===== config.mk =====
export PLATFORM = sky130hd
export DESIGN_NAME = stepper_move_and_home
export DESIGN_NICKNAME = d
export VERILOG_FILES = /design/src/smh_pkg.sv /design/src/smh_seq.sv /design/src/stepper_move_and_home.sv
export SDC_FILE = /design/constraint.sdc
export NUM_CORES = 2
export LEC_CHECK = 0
export BUFFER_PORTS_ARGS = -buffer_cell sky130_fd_sc_hd__buf_2
export CAP_MARGIN = 20
export CORE_MARGIN = 2
export CORE_UTILIZATION = 60
export CTS_CLUSTER_SIZE = 16
export DETAILED_ROUTE_END_ITERATION = 7
export PLACE_DENSITY = 0.78
export SLEW_MARGIN = 20
export SYNTH_ARGS = -nofsm -noshare
export SYNTH_HDL_FRONTEND = slang
export SYNTH_SLANG_ARGS = --single-unit

===== constraint.sdc =====
create_clock -name clk -period 8.1 [get_ports clk]
set_clock_uncertainty 0.1 [all_clocks]
set_input_delay 2.025 -clock clk [delete_from_list [all_inputs] [get_ports clk]]
set_output_delay 2.025 -clock clk [all_outputs]
set_load 0.01 [all_outputs]

===== src/smh_pkg.sv =====
// shared types, constants and register map for the stepper move and home block
package smh_pkg;

    // default sizes of the step counter and the carried fraction
    localparam int STEP_COUNT_BITS = 24;
    localparam int FRAC_BITS       = 16;

    // field widths
    localparam int DIST_W    = 26;
    localparam int SPM_W     = 32;
    localparam int HP_W      = 16;
    localparam int TICK_W    = 24;
    localparam int HOME_W    = 24;
    localparam int PROD_W    = DIST_W + SPM_W;
    localparam int SPM_FRAC  = 16;
    localparam int DIST_FRAC = 16;

    // register map
    localparam int APB_ADDR_W = 4;
    localparam int APB_DATA_W = 32;
    localparam logic [1:0] REG_STEPS_PER_MM = 2'd0;
    localparam logic [1:0] REG_INVERT_DIR   = 2'd1;
    localparam logic [1:0] REG_HOME_PAUSE   = 2'd2;

    // reset value of the pause register, 200 ms of microsecond ticks
    localparam logic [TICK_W-1:0] HOME_PAUSE_RESET = 24'd200000;

    typedef enum logic [1:0] {
        OP_TICK = 2'd0,
        OP_MOVE = 2'd1,
        OP_HOME = 2'd2
    } op_t;

    typedef enum logic [2:0] {
        PH_IDLE    = 3'd0,
        PH_MOVE_HI = 3'd1,
        PH_MOVE_LO = 3'd2,
        PH_HOME_HI = 3'd3,
        PH_HOME_LO = 3'd4,
        PH_PAUSE   = 3'd5,
        PH_RET_HI  = 3'd6,
        PH_RET_LO  = 3'd7
    } phase_t;

    typedef struct packed {
        op_t               op;
        logic [DIST_W-1:0] distance_mm_q16;
        logic              forward;
        logic [HP_W-1:0]   half_period_us;
        logic              clear_fraction;
        logic              endstop_level;
    } item_t;

    typedef struct packed {
        logic [HOME_W-1:0] home_steps;
        logic              param_error;
        logic              done_res;
        logic              busy_res;
        logic              enable_n;
        logic              dir_level;
        logic              step_level;
    } result_t;

    typedef struct packed {
        logic [SPM_W-1:0]  steps_per_mm_q16;
        logic              invert_direction;
        logic [TICK_W-1:0] home_pause_ticks;
    } cfg_t;

endpackage


===== src/smh_seq.sv =====
// move and homing sequencer: state registers and the per-word update
module smh_seq #(
    parameter int STEP_COUNT_BITS = smh_pkg::STEP_COUNT_BITS,
    parameter int FRAC_BITS       = smh_pkg::FRAC_BITS
) (
    input  logic                      clk,
    input  logic                      rst_n,
    input  logic                      step_en,
    input  smh_pkg::item_t            item,
    input  logic [smh_pkg::PROD_W-1:0] prod,
    input  smh_pkg::cfg_t             cfg,
    output smh_pkg::result_t          res
);

    localparam int TOT_W    = smh_pkg::PROD_W + 1;
    localparam int PROD_SHR = smh_pkg::SPM_FRAC + smh_pkg::DIST_FRAC - FRAC_BITS;
    localparam int TICK_W   = smh_pkg::TICK_W;

    smh_pkg::phase_t phase_reg, phase_next;
    logic [TICK_W-1:0]          tick_count_reg, tick_count_next;
    logic [STEP_COUNT_BITS-1:0] steps_left_reg, steps_left_next;
    logic [STEP_COUNT_BITS-1:0] homed_count_reg, homed_count_next;
    logic [FRAC_BITS-1:0]       fraction_carry_reg, fraction_carry_next;
    logic [smh_pkg::HP_W-1:0]   half_period_reg, half_period_next;
    logic                       dir_reg, dir_next;

    logic [smh_pkg::HP_W-1:0]   hp_in;
    logic [TICK_W-1:0]          tick_inc;
    logic                       half_done;
    logic                       pause_done;
    logic [FRAC_BITS-1:0]       carry_base;
    logic [TOT_W-1:0]           total;
    logic                       whole_over;
    logic [STEP_COUNT_BITS-1:0] whole;
    logic [STEP_COUNT_BITS-1:0] steps_dec;
    logic                       done;
    logic                       perr;
    logic [31:0]                homed_ext;

    // shared terms
    assign hp_in      = (item.half_period_us == '0) ? smh_pkg::HP_W'(1) : item.half_period_us;
    assign tick_inc   = tick_count_reg + TICK_W'(1);
    assign half_done  = tick_inc >= TICK_W'(half_period_reg);
    assign pause_done = tick_inc >= cfg.home_pause_ticks;
    assign carry_base = item.clear_fraction ? '0 : fraction_carry_reg;
    assign total      = TOT_W'(prod >> PROD_SHR) + TOT_W'(carry_base);
    assign whole_over = |total[TOT_W-1:FRAC_BITS+STEP_COUNT_BITS];
    assign whole      = whole_over ? '1 : total[FRAC_BITS+STEP_COUNT_BITS-1:FRAC_BITS];
    assign steps_dec  = (steps_left_reg != '0) ? steps_left_reg - STEP_COUNT_BITS'(1)
                                               : steps_left_reg;

    // next state
    always_comb
    begin
        phase_next          = phase_reg;
        tick_count_next     = tick_count_reg;
        steps_left_next     = steps_left_reg;
        homed_count_next    = homed_count_reg;
        fraction_carry_next = fraction_carry_reg;
        half_period_next    = half_period_reg;
        dir_next            = dir_reg;
        done                = 1'b0;
        perr                = 1'b0;

        if (phase_reg == smh_pkg::PH_IDLE && item.op == smh_pkg::OP_MOVE)
        begin
            fraction_carry_next = carry_base;
            if (cfg.steps_per_mm_q16 == '0)
            begin
                perr = 1'b1;
            end
            else
            begin
                fraction_carry_next = total[FRAC_BITS-1:0];
                dir_next            = item.forward ^ cfg.invert_direction;
                half_period_next    = hp_in;
                tick_count_next     = '0;
                steps_left_next     = whole;
                if (whole == '0)
                    done = 1'b1;
                else
                    phase_next = smh_pkg::PH_MOVE_HI;
            end
        end
        else if (phase_reg == smh_pkg::PH_IDLE && item.op == smh_pkg::OP_HOME)
        begin
            dir_next         = cfg.invert_direction;
            half_period_next = hp_in;
            tick_count_next  = '0;
            if (item.endstop_level)
            begin
                homed_count_next = STEP_COUNT_BITS'(1);
                phase_next       = smh_pkg::PH_HOME_HI;
            end
            else
            begin
                homed_count_next = '0;
                phase_next       = smh_pkg::PH_PAUSE;
            end
        end
        else
        begin
            unique case (phase_reg)
                smh_pkg::PH_IDLE:
                begin
                end
                smh_pkg::PH_MOVE_HI, smh_pkg::PH_RET_HI, smh_pkg::PH_HOME_HI:
                begin
                    tick_count_next = half_done ? '0 : tick_inc;
                    if (half_done)
                        phase_next = smh_pkg::phase_t'(phase_reg + 3'd1);
                end
                smh_pkg::PH_MOVE_LO, smh_pkg::PH_RET_LO:
                begin
                    tick_count_next = half_done ? '0 : tick_inc;
                    if (half_done)
                    begin
                        steps_left_next = steps_dec;
                        if (steps_dec == '0)
                        begin
                            phase_next = smh_pkg::PH_IDLE;
                            done       = 1'b1;
                        end
                        else
                        begin
                            phase_next = smh_pkg::phase_t'(phase_reg - 3'd1);
                        end
                    end
                end
                smh_pkg::PH_HOME_LO:
                begin
                    tick_count_next = half_done ? '0 : tick_inc;
                    if (half_done)
                    begin
                        if (item.endstop_level)
                        begin
                            if (homed_count_reg != '1)
                                homed_count_next = homed_count_reg + STEP_COUNT_BITS'(1);
                            phase_next = smh_pkg::PH_HOME_HI;
                        end
                        else
                        begin
                            phase_next = smh_pkg::PH_PAUSE;
                        end
                    end
                end
                smh_pkg::PH_PAUSE:
                begin
                    tick_count_next = pause_done ? '0 : tick_inc;
                    if (pause_done)
                    begin
                        dir_next        = ~cfg.invert_direction;
                        steps_left_next = homed_count_reg;
                        if (homed_count_reg == '0)
                        begin
                            phase_next = smh_pkg::PH_IDLE;
                            done       = 1'b1;
                        end
                        else
                        begin
                            phase_next = smh_pkg::PH_RET_HI;
                        end
                    end
                end
            endcase
        end
    end

    // state registers, advanced once per word
    always_ff @(posedge clk or negedge rst_n)
    begin
        if (!rst_n)
        begin
            phase_reg          <= smh_pkg::PH_IDLE;
            tick_count_reg     <= '0;
            steps_left_reg     <= '0;
            homed_count_reg    <= '0;
            fraction_carry_reg <= '0;
            half_period_reg    <= '0;
            dir_reg            <= 1'b0;
        end
        else if (step_en)
        begin
            phase_reg          <= phase_next;
            tick_count_reg     <= tick_count_next;
            steps_left_reg     <= steps_left_next;
            homed_count_reg    <= homed_count_next;
            fraction_carry_reg <= fraction_carry_next;
            half_period_reg    <= half_period_next;
            dir_reg            <= dir_next;
        end
    end

    // result levels after this word
    assign homed_ext = 32'(homed_count_next);

    always_comb
    begin
        res.step_level  = (phase_next == smh_pkg::PH_MOVE_HI) ||
                          (phase_next == smh_pkg::PH_HOME_HI) ||
                          (phase_next == smh_pkg::PH_RET_HI);
        res.dir_level   = dir_next;
        res.busy_res    = (phase_next != smh_pkg::PH_IDLE);
        res.enable_n    = (phase_next == smh_pkg::PH_IDLE);
        res.done_res    = done;
        res.param_error = perr;
        res.home_steps  = homed_ext[smh_pkg::HOME_W-1:0];
    end

`ifndef SYNTHESIS
    // a rejected move leaves the sequencer idle
    assert property (@(posedge clk) disable iff (!rst_n)
        (step_en && perr) |=> (phase_reg == smh_pkg::PH_IDLE))
        else $error("rejected move left the sequencer busy");

    // a finished sequence always returns to idle
    assert property (@(posedge clk) disable iff (!rst_n)
        (step_en && done) |=> (phase_reg == smh_pkg::PH_IDLE))
        else $error("sequence flagged done but still running");

    // step phases keep their half period count in range
    assert property (@(posedge clk) disable iff (!rst_n)
        (phase_reg != smh_pkg::PH_IDLE && phase_reg != smh_pkg::PH_PAUSE) |->
        (tick_count_reg < TICK_W'(half_period_reg)))
        else $error("half period counter overran");

    // moves and returns never run with no steps left
    assert property (@(posedge clk) disable iff (!rst_n)
        (phase_reg == smh_pkg::PH_MOVE_HI || phase_reg == smh_pkg::PH_MOVE_LO ||
         phase_reg == smh_pkg::PH_RET_HI || phase_reg == smh_pkg::PH_RET_LO) |->
        (steps_left_reg != '0))
        else $error("stepping with zero steps left");
`endif

endmodule


===== src/stepper_move_and_home.sv =====
// stepper move and home: stream ports, register port, word pipeline
//
//  channel  | direction | words
//  s_*      | in        | tick, move or home command, op in s_tuser
//  m_*      | out       | pin levels and status, one per input word
//  apb      | in/out    | steps per mm, direction invert, home pause
//
// one word per clock when the output is taken
// the distance product is registered with the word in the input register,
// and the carry add and sequencer update are registered into the output register
// an output stall holds one word in the input register before s_tready drops
// reset clears the sequencer to idle and the registers to their defaults
module stepper_move_and_home #(
    parameter int STEP_COUNT_BITS = smh_pkg::STEP_COUNT_BITS,
    parameter int FRAC_BITS       = smh_pkg::FRAC_BITS
) (
    input  logic                           clk,
    input  logic                           rst_n,
    input  logic                           s_tvalid,
    output logic                           s_tready,
    // [25:0] distance_mm_q16, [26] forward, [42:27] half_period_us,
    // [43] clear_fraction, [44] endstop_level, [47:45] zero
    input  logic [47:0]                    s_tdata,
    // [1:0] op
    input  logic [1:0]                     s_tuser,
    output logic                           m_tvalid,
    input  logic                           m_tready,
    // [0] step_level, [1] dir_level, [2] enable_n, [3] busy_res,
    // [4] done_res, [5] param_error, [29:6] home_steps, [31:30] zero
    output logic [31:0]                    m_tdata,
    input  logic                           psel,
    input  logic                           penable,
    input  logic                           pwrite,
    input  logic [smh_pkg::APB_ADDR_W-1:0] paddr,
    input  logic [smh_pkg::APB_DATA_W-1:0] pwdata,
    output logic [smh_pkg::APB_DATA_W-1:0] prdata,
    output logic                           pready
);

    smh_pkg::cfg_t    cfg_reg;
    logic             in_valid_reg;
    smh_pkg::item_t   item_reg;
    logic [smh_pkg::PROD_W-1:0] prod_reg;
    logic             out_valid_reg;
    smh_pkg::result_t out_reg;

    smh_pkg::item_t   item_in;
    smh_pkg::result_t res;
    logic             adv;
    logic             s_fire;
    logic             cfg_wr;
    logic [1:0]       reg_idx;

    // register port
    assign pready  = 1'b1;
    assign cfg_wr  = psel && penable && pwrite && pready;
    assign reg_idx = paddr[3:2];

    always_ff @(posedge clk or negedge rst_n)
    begin
        if (!rst_n)
        begin
            cfg_reg.steps_per_mm_q16 <= '0;
            cfg_reg.invert_direction <= 1'b0;
            cfg_reg.home_pause_ticks <= smh_pkg::HOME_PAUSE_RESET;
        end
        else if (cfg_wr)
        begin
            unique case (reg_idx)
                smh_pkg::REG_STEPS_PER_MM: cfg_reg.steps_per_mm_q16 <= pwdata;
                smh_pkg::REG_INVERT_DIR:   cfg_reg.invert_direction <= pwdata[0];
                smh_pkg::REG_HOME_PAUSE:
                    cfg_reg.home_pause_ticks <= pwdata[smh_pkg::TICK_W-1:0];
                default:
                begin
                end
            endcase
        end
    end

    // register read back
    always_comb
    begin
        unique case (reg_idx)
            smh_pkg::REG_STEPS_PER_MM: prdata = cfg_reg.steps_per_mm_q16;
            smh_pkg::REG_INVERT_DIR:   prdata = 32'(cfg_reg.invert_direction);
            smh_pkg::REG_HOME_PAUSE:   prdata = 32'(cfg_reg.home_pause_ticks);
            default:                   prdata = '0;
        endcase
    end

    // unpack the input word
    always_comb
    begin
        item_in.op              = smh_pkg::op_t'(s_tuser);
        item_in.distance_mm_q16 = s_tdata[25:0];
        item_in.forward         = s_tdata[26];
        item_in.half_period_us  = s_tdata[42:27];
        item_in.clear_fraction  = s_tdata[43];
        item_in.endstop_level   = s_tdata[44];
    end

    // handshake: the input register drains whenever the output can take a word
    assign adv      = in_valid_reg && (!out_valid_reg || m_tready);
    assign s_tready = !in_valid_reg || adv;
    assign s_fire   = s_tvalid && s_tready;

    always_ff @(posedge clk or negedge rst_n)
    begin
        if (!rst_n)
        begin
            in_valid_reg  <= 1'b0;
            out_valid_reg <= 1'b0;
        end
        else
        begin
            if (s_fire)
                in_valid_reg <= 1'b1;
            else if (adv)
                in_valid_reg <= 1'b0;

            if (adv)
                out_valid_reg <= 1'b1;
            else if (m_tready)
                out_valid_reg <= 1'b0;
        end
    end

    // input register with the distance times calibration product
    always_ff @(posedge clk)
    begin
        if (s_fire)
        begin
            item_reg <= item_in;
            prod_reg <= smh_pkg::PROD_W'(item_in.distance_mm_q16) *
                        smh_pkg::PROD_W'(cfg_reg.steps_per_mm_q16);
        end
    end

    smh_seq #(
        .STEP_COUNT_BITS(STEP_COUNT_BITS),
        .FRAC_BITS      (FRAC_BITS)
    ) u_seq (
        .clk    (clk),
        .rst_n  (rst_n),
        .step_en(adv),
        .item   (item_reg),
        .prod   (prod_reg),
        .cfg    (cfg_reg),
        .res    (res)
    );

    // output register
    always_ff @(posedge clk)
    begin
        if (adv)
            out_reg <= res;
    end

    assign m_tvalid = out_valid_reg;
    assign m_tdata  = {2'b00, out_reg.home_steps, out_reg.param_error, out_reg.done_res,
                       out_reg.busy_res, out_reg.enable_n, out_reg.dir_level,
                       out_reg.step_level};

`ifndef SYNTHESIS
    // input only stalls when both stages hold words and the output is blocked
    assert property (@(posedge clk) disable iff (!rst_n)
        !s_tready |-> (in_valid_reg && out_valid_reg && !m_tready))
        else $error("input stalled without a full pipeline");

    // a stalled output word holds steady until taken
    assert property (@(posedge clk) disable iff (!rst_n)
        (m_tvalid && !m_tready) |=> (m_tvalid && $stable(m_tdata)))
        else $error("output word changed while stalled");

    // an output word only appears behind a held input word
    assert property (@(posedge clk) disable iff (!rst_n)
        $rose(m_tvalid) |-> $past(in_valid_reg))
        else $error("output word appeared with no input word");
`endif

endmodule


# Word level (Yosys, flattened, before mapping)
# Cells that the tools add are included.
[totals]
ff_bits = 276
in_bits = 93
out_inout_bits = 67
wordCells = 152
[op_classes]
n_addsub = 6
multipliers = 1
n_lt_le_gt_ge = 2
n_eq_ne = 19
muxes = 59
bitwise_logic = 2
reduce_logical = 38
[ops]
columns = ["operator", "count"]
rows = [
  ["$mux 24", 18],
  ["$mux 16", 6],
  ["$pmux 24 s2", 2],
  ["$pmux 32 s3", 1],
  ["$logic_not 24->1", 3],
  ["$mul 26x32->58", 1],
  ["$add 24x1->24 const B", 2],
  ["$add 42x16->43", 1],
  ["$mux 3", 11],
  ["$logic_not 32->1", 1],
  ["$ge 24x16->1", 1],
  ["$ge 24x24->1", 1],
  ["$ne 24x24->1 const B", 1],
  ["$reduce_bool 24->1", 1],
  ["$sub 24x1->24 const B", 1],
  ["$mux 1", 19],
  ["$reduce_or 19->1", 1],
  ["$logic_not 16->1", 1],
  ["$eq 3x3->1 const B", 5],
  ["$pmux 3 s4", 1],
  ["$eq 3x2->1 const B", 3],
  ["$reduce_and 2->1", 4],
  ["$eq 3x1->1 const B", 2],
  ["$logic_and 1x1->1", 6],
  ["22 further kinds", 34],
]

# Depth between registers and ports, before layout
[logic_depth]
ltp_word = 11
ltp_mapped = 29

# Modules after synthesis
# A second synthesis with hierarchy kept.
[unflattened]
cells_unflattened = 4722
hier_area_um2 = 44088.5
[by_module_without_submodules]
columns = ["module", "instances", "cells_per_inst", "area_per_inst_um2", "seq_area_each_um2"]
rows = [
  ["stepper_move_and_home", 1, 3409, 33711.1, 5537.8],
  ["smh_seq", 1, 1313, 10377.5, 2702.6],
]

# Worst setup path after synthesis
# No wires, ideal clock.
[synth_path]
path_type = "in2reg"
startpoint = "input port s_tdata[5]"
endpoint = "register prod_reg[50] in the netlist's numbering (data pin)"
t_arrival_ns = 8.442
required_time_ns = 7.735
path_slack_ns = -0.708
stages = 26
n_path_buf = 1
path_cell_list = "clkbuf_1 nand2_1 fa_1 inv_1 fa_1 inv_1 fa_1 inv_1 fa_1 fa_1 fa_1 inv_1 fa_1 inv_1 ha_1 a21oi_1 o21ai_0 a32oi_1 nand3_1 a31o_2 a41o_1 a211oi_1 a31oi_1 a31oi_1 o21ai_0 xor2_1"
[synth_between]
elab_chain_cells = 1
[synth_lines]
columns = ["element", "line_no", "text"]
rows = [
  ["start: declaration", "stepper_move_and_home.sv:23", "input logic [47:0] s_tdata,"],
  ["$mul 26x32->58", "stepper_move_and_home.sv:135", "prod_reg <= smh_pkg::PROD_W'(item_in.distance_mm_q16) *"],
  ["end signal: assignment", "stepper_move_and_home.sv:135", ""],
  ["end: declaration", "stepper_move_and_home.sv:43", "logic [smh_pkg::PROD_W-1:0] prod_reg;"],
]
# Every way passes these cells.
# A chain may end at the register's enable or synchronous reset.

# Worst setup path after layout
[layout_path]
startpoint = "input port s_tdata[5]"
endpoint = "register prod_reg[45] in the netlist's numbering (data pin)"
# Same word-level chain as after synthesis.

==> metrics.log <==
INFO  metric status = finished with violations
INFO  metric violations_in_the_final_reports = setup timing
INFO  metric routed_via_density = 5.70
INFO  metric flow.area_growth_from_synthesis = 11.2%
INFO  metric post-synth-top-area-fraction = 34.6%
INFO  metric grt_max_degree = 88
INFO  metric detailed_place.area = 0.0446 mm^2
INFO  metric longest_individual_stage_delay_on_the_worst_path = 550 ps
INFO  metric largest_register_ff_count = 57
INFO  metric period_share = 101%
INFO  metric port-buffer-count = 151
INFO  metric ys_dominant_reg_cell = dfrtp_1
INFO  metric post-route-drc-count = 0
INFO  metric synth.area.top_cells = fa_1 35%, dfrtp_1 9.7%, ha_1 7.9%
INFO  metric post-route-worst-setup-slack = -60.0 ps
INFO  metric avgSynthCellArea = 9.29 um^2
INFO  metric clock_sinks = 260
INFO  metric dr.first_iter.drc_count = 2274
INFO  metric timing.hold.worst.class = register to register
INFO  metric hpwl = 88.8 mm
INFO  metric post_cts_hold_buffer_count = 0
INFO  metric synth_warnings = 0
INFO  metric start_util = 60.6%
INFO  metric worst-path-buf-inv = 9
INFO  metric worstSetupPathType = input pin to register
INFO  metric critical_path.endpoint_type = register
INFO  metric finalWorstPathRequiredPeriod = 8160 ps
INFO  metric grt_total_ovfl = 0
INFO  metric via_count_of_the_first_global_routing_pass = 33627
INFO  metric clock_tree.htree_level_count = 1
INFO  metric die_area = 0.0714 mm^2
INFO  metric die_w = 267 um
INFO  metric critical_path_peak_fanout = 8
INFO  metric cts_made_buffers = 28
INFO  metric post_route_cells_drive_above_1_share = 14.4%
INFO  metric final.hold.worst_slack = 374 ps
INFO  metric pre_cts_setup_slack = -904 ps
INFO  metric top_level_ports = 160
INFO  metric clk_latency = 620 ps
INFO  metric cts_max_path_buffers = 3
INFO  metric max_cap_viol_count = 0
INFO  metric nNetsFinal = 5726
INFO  metric worst-endpoint-arrival = 8410 ps
INFO  metric worstSetupStartpointType = input pin
INFO  metric synth_area_leader_cell = fa_1
INFO  metric die-height = 267 um
INFO  metric synth_most_common_cell = inv_1
INFO  metric synthesis.instances = 4473
INFO  metric count_of_flip_flops_with_a_built_in_enable_after_synthesis = 93
INFO  metric max_freq = 123 MHz
INFO  metric antenna_found_initial = 2
INFO  metric detail_route.wirelength = 109 mm
INFO  metric synth.yosys.seq_area_share = 16.8%
INFO  metric synth.ff_latch_count = 260
INFO  metric synthTopCellsByCount = 819 x inv_1, 718 x fa_1, 535 x nand2_1, 466 x and2_1, 262 x ha_1
INFO  metric antenna_left = 0
INFO  metric gp_congestion = 0.958
INFO  metric cpLargestDelayFamily = adder cells
INFO  metric detail_route.wl_per_cell = 19.5 um
INFO  metric std_cell_rows = 96
INFO  metric crit_required = 8350 ps
INFO  metric timing.critical_path.slowest_stage_cell = fa_1
INFO  metric vias = 31974
INFO  metric groute.usage.overall = 31.5%
INFO  metric postLayoutCellArea = 0.0462 mm^2
INFO  metric max_slew.worst_pin.slew = 1080 ps
INFO  metric yosysUniqueCellTypes = 88
INFO  metric slew_headroom = 27.4%
INFO  metric hold_viol = 0
INFO  metric post_synth_instance_area = 0.0416 mm^2
INFO  metric slew_violations = 0
INFO  metric finalSetupViolCount = 3
INFO  metric clkSlewWorstSetupHoldPaths = 60 ps
INFO  metric cts_root_buf = clkbuf_16
INFO  metric detailedRoute.firstPassIterationCount = 5
INFO  metric grt_first_pass_wirelength = 177 mm
INFO  metric core_box_area = 0.0686 mm^2
INFO  metric cts_tree = built
INFO  metric setup_repair_after_global_routing_missed_its_margin = true
INFO  metric asyncSetResetFlopFracSynth = 64.2%
==> worst reg2reg max path: cells and delay by family (launching register included) <==
family | cells | cell delay, ps
adder cells (fa/ha/maj) | 8 | 3810
AO/OA/AOI/OAI | 7 | 1560
flip-flops | 1 | 1050
buffers and inverters | 5 | 590
XOR/XNOR | 1 | 90
AND/OR/NAND/NOR | 2 | 250
==> path summary, 6_finish.rpt <==
| path | from | end | slack, ps | cells after the start |
|---|---|---|---|---|
| worst min-delay path | u_seq.fraction_carry_reg[2] | u_seq.fraction_carry_reg[2] | 370 | 2 |
| worst max register to register | cfg_reg[40] | prod_reg[45] | 420 | 23 |
| max in group asynchronous | rst_n | cfg_reg[50] | 5180 | 2 |
| worst min register to register | u_seq.fraction_carry_reg[2] | u_seq.fraction_carry_reg[2] | 370 | 2 |
| min in group asynchronous | rst_n | u_seq.fraction_carry_reg[4] | 1350 | 1 |
| worst max-delay path | s_tdata[5] | prod_reg[45] | -60 | 27 |
==> area by class of cell <==
| cell class | count | area (um^2) |
|---|---|---|
| Inverter | 820 | 3080 |
| Clock buffer | 32 | 726 |
| Tap cell | 931 | 1160 |
| Sequential cell | 260 | 6980 |
| Multi-Input combinational cell | 3135 | 31000 |
| Timing Repair Buffer | 408 | 3090 |
| Fill cell | 5221 | 22400 |
| Antenna cell | 1 | 2.50 |
| Clock inverter | 20 | 216 |
==> metal layers <==
metal	global-route usage [%]	vias up	routed length, um
li1	-	14345	-
met1	41.9	16252	44300
met2	53.0	1136	53200
met3	4.46	237	7350
met5	0	-	30
met4	10.8	4	4310
==> kinds of logic (layout without fill, tap and decap cells) <==
logic type / Yosys count / count (layout) / share of synthesized area, %
multiplexers: 105 / 105 / 2.75
adder cells (fa/ha/maj): 980 / 980 / 42.5
XOR/XNOR: 133 / 133 / 2.80
flip-flops: 260 / 260 / 16.8
other: 2 / 4 / 0.0181
AND/OR/NAND/NOR: 1446 / 1446 / 17.8
AO/OA/AOI/OAI: 468 / 468 / 7.44
buffers and inverters: 1079 / 1280 / 9.94
==> what timing repair did <==
action,CTS,global route
buffers inserted,5,16
gates resized for setup,53,94
hold endpoints to repair,0,0
endpoints found under the setup margin,17,23
pin swaps,29,49
==> per-stage QoR <==
stage / util [%] / TNS, ps / cells
global route: 67.4 / -1920 / 5606
global placement: 65.1 / -18570 / 5536
finish: 67.4 / -138 / 5607
detailed placement: 65.1 / -20700 / 5536
CTS: 66.8 / -90.8 / 5593
floorplan: - / -614 / 4474
==> cells in the final DEF (no fill, tap or decap), types with 27 or more instances in the layout <==
cell type  count
inv_1        804
fa_1         700
nand2_1      528
and2_1       442
ha_1         245
buf_4        234
dfrtp_1      161
nor2_1       147
buf_2        126
o21ai_0      118
edfxtp_1      93
a21oi_1       78
mux2_2        73
xor2_1        66
xnor2_1       65
nand3_1       58
nand4_1       37
mux2i_1       32
o31ai_1       31
nor3_1        30
a21o_1        28
clkbuf_16     28
and3_1        27
nor4_1        27
buf_6         27
Power is not shown: default switching activity piles up to over one toggle a cycle in this logic, so the estimate is an artifact.
